File: src/rtl/gpe_pkg.sv
// ----------------------------------------------------------------------------
// gpe_pkg
// Shared widths, register indexes and elaboration-time helpers for the
// Gaussian population encoder.
// ----------------------------------------------------------------------------
package gpe_pkg;

    localparam int SAMPLE_W   = 16;
    localparam int RANGE_W    = 16;
    localparam int UCNT_W     = 6;
    localparam int ISIG_W     = 16;
    localparam int OFFS_W     = 8;
    localparam int UIDX_W     = 5;
    localparam int ACT_W      = 16;
    localparam int SUM_W      = 22;
    localparam int VAL_W      = 16;
    localparam int V17_W      = 17;
    localparam int SQ_W       = 32;
    localparam int PROD_W     = 48;
    localparam int IDX_SHIFT  = 42;

    localparam int CFG_IDX_W  = 3;
    localparam int CFG_DATA_W = 16;
    localparam int S_TDATA_W  = 16;
    localparam int M_TDATA_W  = 24;

    // shared divider: 17 quotient bits, one per cycle
    localparam int Q_W        = 17;
    localparam int NUM_W      = 33;
    localparam int DCNT_W     = 5;

    localparam int EXP_SERIES_TERMS = 12;

    localparam logic [CFG_IDX_W-1:0] REG_JOINT_MIN    = 3'd0;
    localparam logic [CFG_IDX_W-1:0] REG_JOINT_RANGE  = 3'd1;
    localparam logic [CFG_IDX_W-1:0] REG_UNIT_COUNT   = 3'd2;
    localparam logic [CFG_IDX_W-1:0] REG_INV_SIGMA_SQ = 3'd3;
    localparam logic [CFG_IDX_W-1:0] REG_VALUE_OFFSET = 3'd4;

    localparam logic [V17_W-1:0] V17_MAX  = 17'h1FFFF;
    localparam logic [VAL_W-1:0] REF_FULL = 16'd32768;

    typedef logic [ACT_W-1:0] act_t;

    // Ratio between neighbouring table entries, Q0.32, from a truncated series.
    function automatic logic [63:0] exp_ratio(input logic [63:0] step);
        logic [63:0] term;
        logic [63:0] r;
        term = 64'd1 << 32;
        r    = term;
        for (int n = 1; n <= EXP_SERIES_TERMS; n++) begin
            term = ((term * step) >> 32) / 64'(n);
            if (n[0]) begin
                r = r - term;
            end else begin
                r = r + term;
            end
        end
        return r;
    endfunction

    // Table entry k: repeated rounded products of the ratio, rounded to Q0.16.
    function automatic act_t exp_entry(input logic [63:0] ratio, input int k);
        logic [63:0] e;
        logic [63:0] t;
        e = 64'd1 << 32;
        for (int j = 0; j < k; j++) begin
            e = (e * ratio + (64'd1 << 31)) >> 32;
        end
        t = (e + 64'd32768) >> 16;
        return (t > 64'd65535) ? act_t'(16'hFFFF) : t[ACT_W-1:0];
    endfunction

endpackage

File: src/rtl/gaussian_population_encoder_core.sv
// ----------------------------------------------------------------------------
// gaussian_population_encoder_core
// Population coding of one joint sample with softmax-style normalisation.
// ----------------------------------------------------------------------------
// One sample in, n beats out (n = unit_count clamped to 2..MAX_UNITS), each
// carrying the unit number and its Gaussian activation divided by the sum of
// all activations, the final beat flagged with tlast. The input is held off
// while a sample is being worked on. The sample division is skipped when the
// sample sits at or below joint_min or saturates, and the output divisions are
// skipped when every activation is zero. The one shared restoring divider makes
// one quotient bit a cycle for the normalisation of the sample, the reference
// spacing and each of the n output divisions; the first pass works each unit
// through difference, square, scaling, table index and accumulate.
// Configuration must be written by the user through the plain write port
// while the block is idle; the block itself does not enforce this.
// ----------------------------------------------------------------------------
module gaussian_population_encoder_core #(
    parameter int MAX_UNITS       = 32,
    parameter int EXP_TABLE_DEPTH = 256
) (
    input  logic                             aclk,
    input  logic                             aresetn,
    input  logic                             cfg_wr_en,
    input  logic [gpe_pkg::CFG_IDX_W-1:0]    cfg_index,
    input  logic [gpe_pkg::CFG_DATA_W-1:0]   cfg_wdata,
    input  logic                             s_tvalid,
    output logic                             s_tready,
    input  logic [gpe_pkg::S_TDATA_W-1:0]    s_tdata,   // [15:0] sample
    output logic                             m_tvalid,
    input  logic                             m_tready,
    // [4:0] unit_index, [20:5] activation, [23:21] zero
    output logic [gpe_pkg::M_TDATA_W-1:0]    m_tdata,
    output logic                             m_tlast    // last
);
    import gpe_pkg::*;

    localparam int IDX_W  = $clog2(MAX_UNITS);
    localparam int CNT_W  = $clog2(MAX_UNITS + 1);
    localparam int TAB_AW = $clog2(EXP_TABLE_DEPTH);
    localparam int SCL_W  = IDX_SHIFT + $clog2(EXP_TABLE_DEPTH + 1);
    localparam int PAD_W  = M_TDATA_W - ACT_W - UIDX_W;

    localparam logic [63:0] EXP_STEP  = (64'd1 << 36) / 64'(EXP_TABLE_DEPTH);
    localparam logic [63:0] EXP_RATIO = exp_ratio(EXP_STEP);

    localparam logic [3:0] S_IDLE = 4'd0;
    localparam logic [3:0] S_PREP = 4'd1;
    localparam logic [3:0] S_QDIV = 4'd2;
    localparam logic [3:0] S_VAL  = 4'd3;
    localparam logic [3:0] S_RDIV = 4'd4;
    localparam logic [3:0] S_DIFF = 4'd5;
    localparam logic [3:0] S_SQ   = 4'd6;
    localparam logic [3:0] S_PROD = 4'd7;
    localparam logic [3:0] S_IDX  = 4'd8;
    localparam logic [3:0] S_LOOK = 4'd9;
    localparam logic [3:0] S_READ = 4'd10;
    localparam logic [3:0] S_LOAD = 4'd11;
    localparam logic [3:0] S_NDIV = 4'd12;
    localparam logic [3:0] S_OUT  = 4'd13;

    // configuration
    logic signed [SAMPLE_W-1:0] joint_min_reg;
    logic [RANGE_W-1:0]         joint_range_reg;
    logic [UCNT_W-1:0]          unit_count_reg;
    logic [ISIG_W-1:0]          inv_sigma_sq_reg;
    logic [OFFS_W-1:0]          value_offset_reg;

    // control
    logic [3:0]        state_reg;
    logic [3:0]        state_next;
    logic [DCNT_W-1:0] div_cnt_reg;
    logic [SUM_W-1:0]  sum_reg;
    logic              m_tvalid_reg;

    // datapath
    logic signed [SAMPLE_W:0] d_reg;
    logic                     q_zero_reg;
    logic                     q_sat_reg;
    logic [CNT_W-1:0]         nm1_reg;
    logic [VAL_W-1:0]         v_reg;
    logic [VAL_W-1:0]         ref_reg;
    logic [CNT_W-1:0]         racc_reg;
    logic [IDX_W-1:0]         unit_reg;
    logic [VAL_W-1:0]         diff_reg;
    logic [SQ_W-1:0]          sq_reg;
    logic [PROD_W-1:0]        prod_reg;
    logic [TAB_AW-1:0]        idx_reg;
    logic                     idx_ok_reg;
    logic [ACT_W-1:0]         rd_data_reg;
    logic [ACT_W-1:0]         act_out_reg;
    logic [UIDX_W-1:0]        uidx_out_reg;
    logic                     last_out_reg;

    // shared divider
    logic [SUM_W-1:0] div_rem_reg;
    logic [Q_W-1:0]   div_quo_reg;
    logic [SUM_W-1:0] div_den_reg;
    logic [SUM_W:0]   div_trial;
    logic             div_ge;
    logic [SUM_W-1:0] div_rem_step;
    logic             div_run;
    logic             div_last;
    logic             div_load;
    logic [NUM_W-1:0] div_num;
    logic [SUM_W-1:0] div_den;

    logic [ACT_W-1:0] exp_rom [EXP_TABLE_DEPTH];
    logic [ACT_W-1:0] raw_mem [MAX_UNITS];

    logic                     in_acc;
    logic signed [SAMPLE_W:0] d_next;
    logic [CNT_W-1:0]         n_clamp;
    logic                     d_nonpos;
    logic                     d_ge2;
    logic                     q_direct;
    logic [V17_W:0]           v17_sum;
    logic [V17_W-1:0]         v17;
    logic [CNT_W:0]           racc_sum;
    logic                     racc_wrap;
    logic [SCL_W-1:0]         scaled;
    logic [ACT_W-1:0]         raw_act;
    logic [ACT_W-1:0]         act_calc;
    logic                     unit_last;
    logic                     out_free;
    logic                     out_load;

    for (genvar k = 0; k < EXP_TABLE_DEPTH; k++) begin : g_exp
        localparam act_t ENTRY = exp_entry(EXP_RATIO, k);
        assign exp_rom[k] = ENTRY;
    end

    assign s_tready = (state_reg == S_IDLE);
    assign in_acc   = s_tvalid && s_tready;
    assign m_tvalid = m_tvalid_reg;
    assign m_tdata  = {{PAD_W{1'b0}}, act_out_reg, uidx_out_reg};
    assign m_tlast  = last_out_reg;

    assign d_next = $signed({s_tdata[SAMPLE_W-1], s_tdata})
                  - $signed({joint_min_reg[SAMPLE_W-1], joint_min_reg});

    always_comb begin
        if (unit_count_reg < UCNT_W'(2)) begin
            n_clamp = CNT_W'(2);
        end else if (int'(unit_count_reg) > MAX_UNITS) begin
            n_clamp = CNT_W'(MAX_UNITS);
        end else begin
            n_clamp = CNT_W'(unit_count_reg);
        end
    end

    assign d_nonpos = d_reg[SAMPLE_W] || (d_reg == '0);
    // quotient would reach 2.0 or more: saturate without dividing
    assign d_ge2    = {1'b0, d_reg[SAMPLE_W-1:0]} >= {joint_range_reg, 1'b0};
    assign q_direct = d_nonpos || d_ge2;

    assign v17_sum = q_zero_reg ? (V17_W+1)'(value_offset_reg)
                   : {1'b0, div_quo_reg} + (V17_W+1)'(value_offset_reg);
    assign v17     = (q_sat_reg || v17_sum[V17_W]) ? V17_MAX : v17_sum[V17_W-1:0];

    assign racc_sum  = {1'b0, racc_reg} + {1'b0, div_rem_reg[CNT_W-1:0]};
    assign racc_wrap = racc_sum >= {1'b0, nm1_reg};

    assign scaled  = SCL_W'(prod_reg[IDX_SHIFT-1:0]) * SCL_W'(EXP_TABLE_DEPTH);
    assign raw_act = idx_ok_reg ? exp_rom[idx_reg] : '0;

    assign act_calc  = (sum_reg == '0) ? '0
                     : (div_quo_reg[Q_W-1] ? {ACT_W{1'b1}} : div_quo_reg[ACT_W-1:0]);
    assign unit_last = (CNT_W'(unit_reg) == nm1_reg);
    assign out_free  = !m_tvalid_reg || m_tready;
    assign out_load  = (state_reg == S_OUT) && out_free;

    // shared divider: operand select and one restoring step
    assign div_run  = (state_reg == S_QDIV) || (state_reg == S_RDIV)
                   || (state_reg == S_NDIV);
    assign div_last = div_cnt_reg == DCNT_W'(1);
    assign div_load = ((state_reg == S_PREP) && !q_direct) || (state_reg == S_VAL)
                   || ((state_reg == S_LOAD) && (sum_reg != '0));

    always_comb begin
        case (state_reg)
            S_PREP: begin
                div_num = NUM_W'({d_reg[SAMPLE_W-1:0], 16'h0000});
                div_den = SUM_W'(joint_range_reg);
            end
            S_VAL: begin
                div_num = NUM_W'(REF_FULL);
                div_den = SUM_W'(nm1_reg);
            end
            default: begin
                div_num = NUM_W'({rd_data_reg, 16'h0000}) + NUM_W'(sum_reg[SUM_W-1:1]);
                div_den = sum_reg;
            end
        endcase
    end

    assign div_trial    = {div_rem_reg, div_quo_reg[Q_W-1]};
    assign div_ge       = div_trial >= {1'b0, div_den_reg};
    assign div_rem_step = div_ge ? SUM_W'(div_trial - {1'b0, div_den_reg})
                                 : div_trial[SUM_W-1:0];

    always_comb begin
        state_next = state_reg;
        case (state_reg)
            S_IDLE: if (s_tvalid) state_next = S_PREP;
            S_PREP: state_next = q_direct ? S_VAL : S_QDIV;
            S_QDIV: if (div_last) state_next = S_VAL;
            S_VAL:  state_next = S_RDIV;
            S_RDIV: if (div_last) state_next = S_DIFF;
            S_DIFF: state_next = S_SQ;
            S_SQ:   state_next = S_PROD;
            S_PROD: state_next = S_IDX;
            S_IDX:  state_next = S_LOOK;
            S_LOOK: state_next = unit_last ? S_READ : S_DIFF;
            S_READ: state_next = S_LOAD;
            S_LOAD: state_next = (sum_reg == '0) ? S_OUT : S_NDIV;
            S_NDIV: if (div_last) state_next = S_OUT;
            S_OUT:  if (out_free) state_next = unit_last ? S_IDLE : S_READ;
            default: state_next = S_IDLE;
        endcase
    end

    always_ff @(posedge aclk) begin
        if (!aresetn) begin
            joint_min_reg    <= '0;
            joint_range_reg  <= 16'hFFFF;
            unit_count_reg   <= UCNT_W'(2);
            inv_sigma_sq_reg <= ISIG_W'(256);
            value_offset_reg <= '0;
        end else if (cfg_wr_en) begin
            case (cfg_index)
                REG_JOINT_MIN:    joint_min_reg    <= cfg_wdata[SAMPLE_W-1:0];
                REG_JOINT_RANGE:  joint_range_reg  <= cfg_wdata[RANGE_W-1:0];
                REG_UNIT_COUNT:   unit_count_reg   <= cfg_wdata[UCNT_W-1:0];
                REG_INV_SIGMA_SQ: inv_sigma_sq_reg <= cfg_wdata[ISIG_W-1:0];
                REG_VALUE_OFFSET: value_offset_reg <= cfg_wdata[OFFS_W-1:0];
                default: ;
            endcase
        end
    end

    always_ff @(posedge aclk) begin
        if (!aresetn) begin
            state_reg    <= S_IDLE;
            div_cnt_reg  <= '0;
            sum_reg      <= '0;
            m_tvalid_reg <= 1'b0;
        end else begin
            state_reg <= state_next;
            if (div_load) begin
                div_cnt_reg <= DCNT_W'(Q_W);
            end else if (div_run) begin
                div_cnt_reg <= div_cnt_reg - DCNT_W'(1);
            end
            if (state_reg == S_VAL) begin
                sum_reg <= '0;
            end else if (state_reg == S_LOOK) begin
                sum_reg <= sum_reg + SUM_W'(raw_act);
            end
            if (out_load) begin
                m_tvalid_reg <= 1'b1;
            end else if (m_tready) begin
                m_tvalid_reg <= 1'b0;
            end
        end
    end

    always_ff @(posedge aclk) begin
        if (in_acc) begin
            d_reg   <= d_next;
            nm1_reg <= n_clamp - CNT_W'(1);
        end
        if (state_reg == S_PREP) begin
            q_zero_reg <= d_nonpos;
            q_sat_reg  <= !d_nonpos && d_ge2;
        end

        if (div_load) begin
            div_rem_reg <= SUM_W'(div_num[NUM_W-1:Q_W]);
            div_quo_reg <= div_num[Q_W-1:0];
            div_den_reg <= div_den;
        end else if (div_run) begin
            div_rem_reg <= div_rem_step;
            div_quo_reg <= {div_quo_reg[Q_W-2:0], div_ge};
        end

        case (state_reg)
            S_VAL: begin
                v_reg    <= v17[V17_W-1:1];
                ref_reg  <= '0;
                racc_reg <= '0;
                unit_reg <= '0;
            end
            S_DIFF: begin
                diff_reg <= (ref_reg > v_reg) ? ref_reg - v_reg : v_reg - ref_reg;
            end
            S_SQ: begin
                sq_reg <= SQ_W'(diff_reg) * SQ_W'(diff_reg);
            end
            S_PROD: begin
                prod_reg <= PROD_W'(sq_reg) * PROD_W'(inv_sigma_sq_reg);
            end
            S_IDX: begin
                // beyond the table range the activation is zero
                idx_ok_reg <= (prod_reg[PROD_W-1:IDX_SHIFT] == '0);
                idx_reg    <= scaled[IDX_SHIFT +: TAB_AW];
            end
            S_LOOK: begin
                // advance the reference point; spacing quotient and remainder
                // stay in the divider until the output pass
                if (unit_last) begin
                    unit_reg <= '0;
                end else begin
                    unit_reg <= unit_reg + IDX_W'(1);
                    if (racc_wrap) begin
                        ref_reg  <= ref_reg + div_quo_reg[VAL_W-1:0] + VAL_W'(1);
                        racc_reg <= CNT_W'(racc_sum - {1'b0, nm1_reg});
                    end else begin
                        ref_reg  <= ref_reg + div_quo_reg[VAL_W-1:0];
                        racc_reg <= racc_sum[CNT_W-1:0];
                    end
                end
            end
            S_OUT: begin
                if (out_free && !unit_last) begin
                    unit_reg <= unit_reg + IDX_W'(1);
                end
            end
            default: ;
        endcase

        if (out_load) begin
            act_out_reg  <= act_calc;
            uidx_out_reg <= UIDX_W'(unit_reg);
            last_out_reg <= unit_last;
        end
    end

    always_ff @(posedge aclk) begin
        if (state_reg == S_LOOK) begin
            raw_mem[unit_reg] <= raw_act;
        end
        rd_data_reg <= raw_mem[unit_reg];
    end

    a_busy_after_accept: assert property (@(posedge aclk) disable iff (!aresetn)
        (s_tvalid && s_tready) |=> !s_tready)
        else $error("input taken while a sample is in progress");

    a_div_count_live: assert property (@(posedge aclk) disable iff (!aresetn)
        div_run |-> (div_cnt_reg != '0))
        else $error("divider stepping with an exhausted count");

    a_norm_sum_nonzero: assert property (@(posedge aclk) disable iff (!aresetn)
        (state_reg == S_NDIV) |-> (sum_reg != '0))
        else $error("output division started with a zero sum");

    a_unit_in_range: assert property (@(posedge aclk) disable iff (!aresetn)
        (state_reg == S_LOOK || state_reg == S_OUT) |-> (CNT_W'(unit_reg) <= nm1_reg))
        else $error("unit index beyond the unit count");

    a_last_to_idle: assert property (@(posedge aclk) disable iff (!aresetn)
        (out_load && unit_last) |=> (state_reg == S_IDLE))
        else $error("last beat issued without returning to idle");

endmodule

File: config.mk
export PLATFORM = sky130hd
export DESIGN_NAME = gaussian_population_encoder_core
export DESIGN_NICKNAME = d
export VERILOG_FILES = /design/src/rtl/gpe_pkg.sv /design/src/rtl/gaussian_population_encoder_core.sv
export SDC_FILE = /design/constraint.sdc
export NUM_CORES = 2
export LEC_CHECK = 0
export CAP_MARGIN = 5
export CORE_MARGIN = 8
export CORE_UTILIZATION = 40
export CTS_CLUSTER_DIAMETER = 200
export CTS_CLUSTER_SIZE = 8
export DETAILED_ROUTE_END_ITERATION = 10
export DONT_BUFFER_PORTS = 1
export GPL_TIMING_DRIVEN = 0
export SLEW_MARGIN = 0
export SYNTH_ARGS = -nofsm -noshare
export SYNTH_HDL_FRONTEND = slang
export SYNTH_SLANG_ARGS = --single-unit
File: constraint.sdc
create_clock -name aclk -period 14.3 [get_ports aclk]
set_input_delay 3.575 -clock aclk [delete_from_list [all_inputs] [get_ports aclk]]
set_output_delay 3.575 -clock aclk [all_outputs]
set_load 0.02 [all_outputs]
==> out/results.ini <==
[clock_network]
cts_setup_buffers = 0
clk_latency_ps = 740
ctsResizeCount = 0
path_clk_slew_ps = 70
clock_path_buffers = 3
htreeDepth = 3
cts_sinks = 843
ctsHoldBuffers = 0
tritoncts = built
cts_buffers = 115
root_buffer = clkbuf_16

[final_layout]
layout-drive-gt1-share = 0.0742
finish.utilization = 0.445
final_common_cell = inv_1
syn_to_final_growth_pct = 11.1
fin_nets = 6952
most-common-layout-cells = 854 x inv_1, 727 x edfxtp_1, 694 x nand2_1
largest_register_ffs = 512
instances_no_fill = 8094
fin_area_um2 = 70200

[power]
p_leak_nw = 28.3
p_int_w = 0.00576
power_frac_seq = 0.342
p_clk_frac = 0.281
power.net_switching_w = 0.00330
fin_total_pwr_w = 0.00906
switching_share = 0.364
power_density_nw_per_um2 = 129
pwr-share-comb = 0.377
irDropWorstVdd_v = 0.000138

[flow_run]
max-cap-violations = 0

[yosys]
synthFlopType = edfxtp_1
synth_cells = 5763
async_reset_ff_frac = 0
netlist_area_um2 = 63200
yosysWarnings = 0
yosysSeqAreaShare = 0.382
yosysUniqueCellTypes = 97
syn_avg_cell_area_um2 = 11.0
ys_ff_latch = 843
synth_edf_count = 727

[drt]
vias_per_cell = 5.50
vias = 44500
route.detailed.drc = 0
drtPass1Iterations = 8
drtIter0Drc = 3735
postRouteAntennaNets = 0
wl_per_cell_um = 23.2
drt_wl_total_um = 188000

[sta]
finalSetupViolCount = 0
max_freq_mhz = 130
setup_tns_ps = 0
hold_viol_final = 0
worstMarginPinSlew_ps = 1390
slew_headroom = 0.0710
rsz0062_at_grt = false
period_needed_ps = 7680
maxSlewViolCount = 0
final.period_utilization = 0.537
skew_ps = 91.1

[critical_path]
crit_path_end_kind = flip-flop
crit_fanout = 33
crit_chain = clkbuf_1 -> clkinv_1 -> ha_1 -> clkbuf_1 -> nor2_1 -> nor2_1 -> o21ai_0 -> o21ai_0 -> a22oi_1 -> o21ai_0 -> a21oi_1 -> o211a_1 -> ha_1 -> a21oi_1 -> o21ai_0 -> nand2_1 -> o31ai_1 -> a21oi_1 -> o21ai_0 -> nand4_1 -> o311ai_0
crit_arrival_ps = 8270
path_class = reg2reg
cpMostUsedCell = o21ai_0
cp_slowest_stage_delay_ps = 1090
cp.required_ps = 14890
crit_path_start_kind = flip-flop
cp_slowest_cell = o211a_1

[floorplan]
num_io_pins = 67
die_area_um2 = 171000
dieWidth_um = 413
rows = 146
die_h_um = 413
start_util = 0.401
core-area_um2 = 158000

[global_route]
antenna_found_initial = 15
grtUsageTotal = 0.219
grt_pass1_vias = 45700
grt_pass1_wl_um = 285000
grt_max_degree = 35
overflow = 0

[place]
dpl_cell_area_um2 = 66900
dpl.hpwl_um = 145000
dpl.cell_count = 7901
port_buffers = 0
gp_congestion = 0.960

[status]
status = finished, final reports clean

[min_path]
hold_class = reg2reg

## Yosys cell counts, types with 17 or more instances
master | number | share of area
o21ai_0 | 174 | 0.014
nand4_1 | 41 | 0.0041
a31oi_1 | 34 | 0.0034
xor2_1 | 57 | 0.0079
clkbuf_1 | 232 | 0.014
fa_1 | 584 | 0.19
a21o_1 | 57 | 0.0068
a21boi_0 | 55 | 0.0065
ha_1 | 381 | 0.075
buf_2 | 18 | 0.0014
and2_1 | 261 | 0.026
mux4_2 | 130 | 0.046
nand3_1 | 72 | 0.0057
nand2_1 | 694 | 0.041
buf_1 | 17 | 0.0010
a211oi_1 | 34 | 0.0040
edfxtp_1 | 727 | 0.35
dfxtp_1 | 116 | 0.037
a311oi_1 | 18 | 0.0025
a21oi_1 | 197 | 0.016
o211ai_1 | 45 | 0.0053
or3_1 | 18 | 0.0018
nor2_1 | 283 | 0.017
inv_1 | 854 | 0.051
nand2b_1 | 29 | 0.0029
nor2b_1 | 45 | 0.0045
o21a_1 | 26 | 0.0031
mux2i_1 | 42 | 0.0067
a22oi_1 | 67 | 0.0080
and3_1 | 31 | 0.0031
nor4_1 | 20 | 0.0020
o21ai_1 | 22 | 0.0017
nor3_1 | 57 | 0.0045
xnor2_1 | 108 | 0.015
## cell type report
class	instances	area, um^2
Fill cell	14700	87500
Multi-Input combinational cell	3801	35000
Sequential cell	843	24200
Inverter	855	3210
Clock buffer	172	3110
Tap cell	2072	2590
Buffer	273	1070
Timing Repair Buffer	58	827
Clock inverter	7	168
Antenna cell	13	32.5
## worst paths after layout
kind                                              from                       end  slack (ps)  cells past startpoint
worst max-delay path              idx_reg[1]$_DFFE_PP_  sum_reg[20]$_SDFFE_PP0P_        6620                     21
worst min-delay path            prod_reg[40]$_DFFE_PP_      idx_reg[6]$_DFFE_PP_         420                      0
worst max register to register    idx_reg[1]$_DFFE_PP_  sum_reg[20]$_SDFFE_PP0P_        6620                     21
worst min register to register  prod_reg[40]$_DFFE_PP_      idx_reg[6]$_DFFE_PP_         420                      0
## worst max-delay path, delay by kind of cell (launching register included)
| family | cells | cell delay, ps |
|---|---|---|
| compound gates | 12 | 3730 |
| fa+ha+maj | 2 | 840 |
| buf+inv | 3 | 1450 |
| flops | 1 | 520 |
| simple gates | 4 | 960 |
## power by group through the flow
stage / clock network, W / registers, W / logic, W
after floorplan: 0 / 0.00305 / 0.00250
after global placement: 0 / 0.00314 / 0.00332
after detailed placement: 0 / 0.00314 / 0.00338
after CTS: 0.00259 / 0.00310 / 0.00341
after global routing: 0.00267 / 0.00311 / 0.00379
final: 0.00255 / 0.00310 / 0.00342
## stage by stage
stage | setup WS (ps) | hold slack [ps]
6_report | 6620 | 418
5_1_grt | 6300 | 439
4_1_cts | 6720 | 418
3_5_place_dp | 6820 | 405
3_3_place_gp | 3630 | 406
2_1_floorplan | 8110 | 400
## layer usage
metal | track usage | vias to the layer above | share of wire
met2 | 0.363 | 1705 | 0.48
met1 | 0.282 | 22500 | 0.40
met4 | 0.0766 | 4 | 0.039
met5 | 0 | - | 0.00018
met3 | 0.0519 | 395 | 0.081
li1 | - | 19900 | -
## cell families (layout without fill, tap and decap cells)
group / after synthesis / in the layout / share of synthesized area
AND/OR/NAND/NOR: 1615 / 1615 / 0.121
buffers and inverters: 1128 / 1365 / 0.0678
adder cells (fa/ha/maj): 965 / 965 / 0.261
AO/OA/AOI/OAI: 866 / 866 / 0.0909
flip-flops: 843 / 843 / 0.382
multiplexers: 177 / 177 / 0.0539
XOR/XNOR: 167 / 167 / 0.0236
other: 2 / 24 / 0.000119
Note: power is estimated with default switching activity, not from simulation.
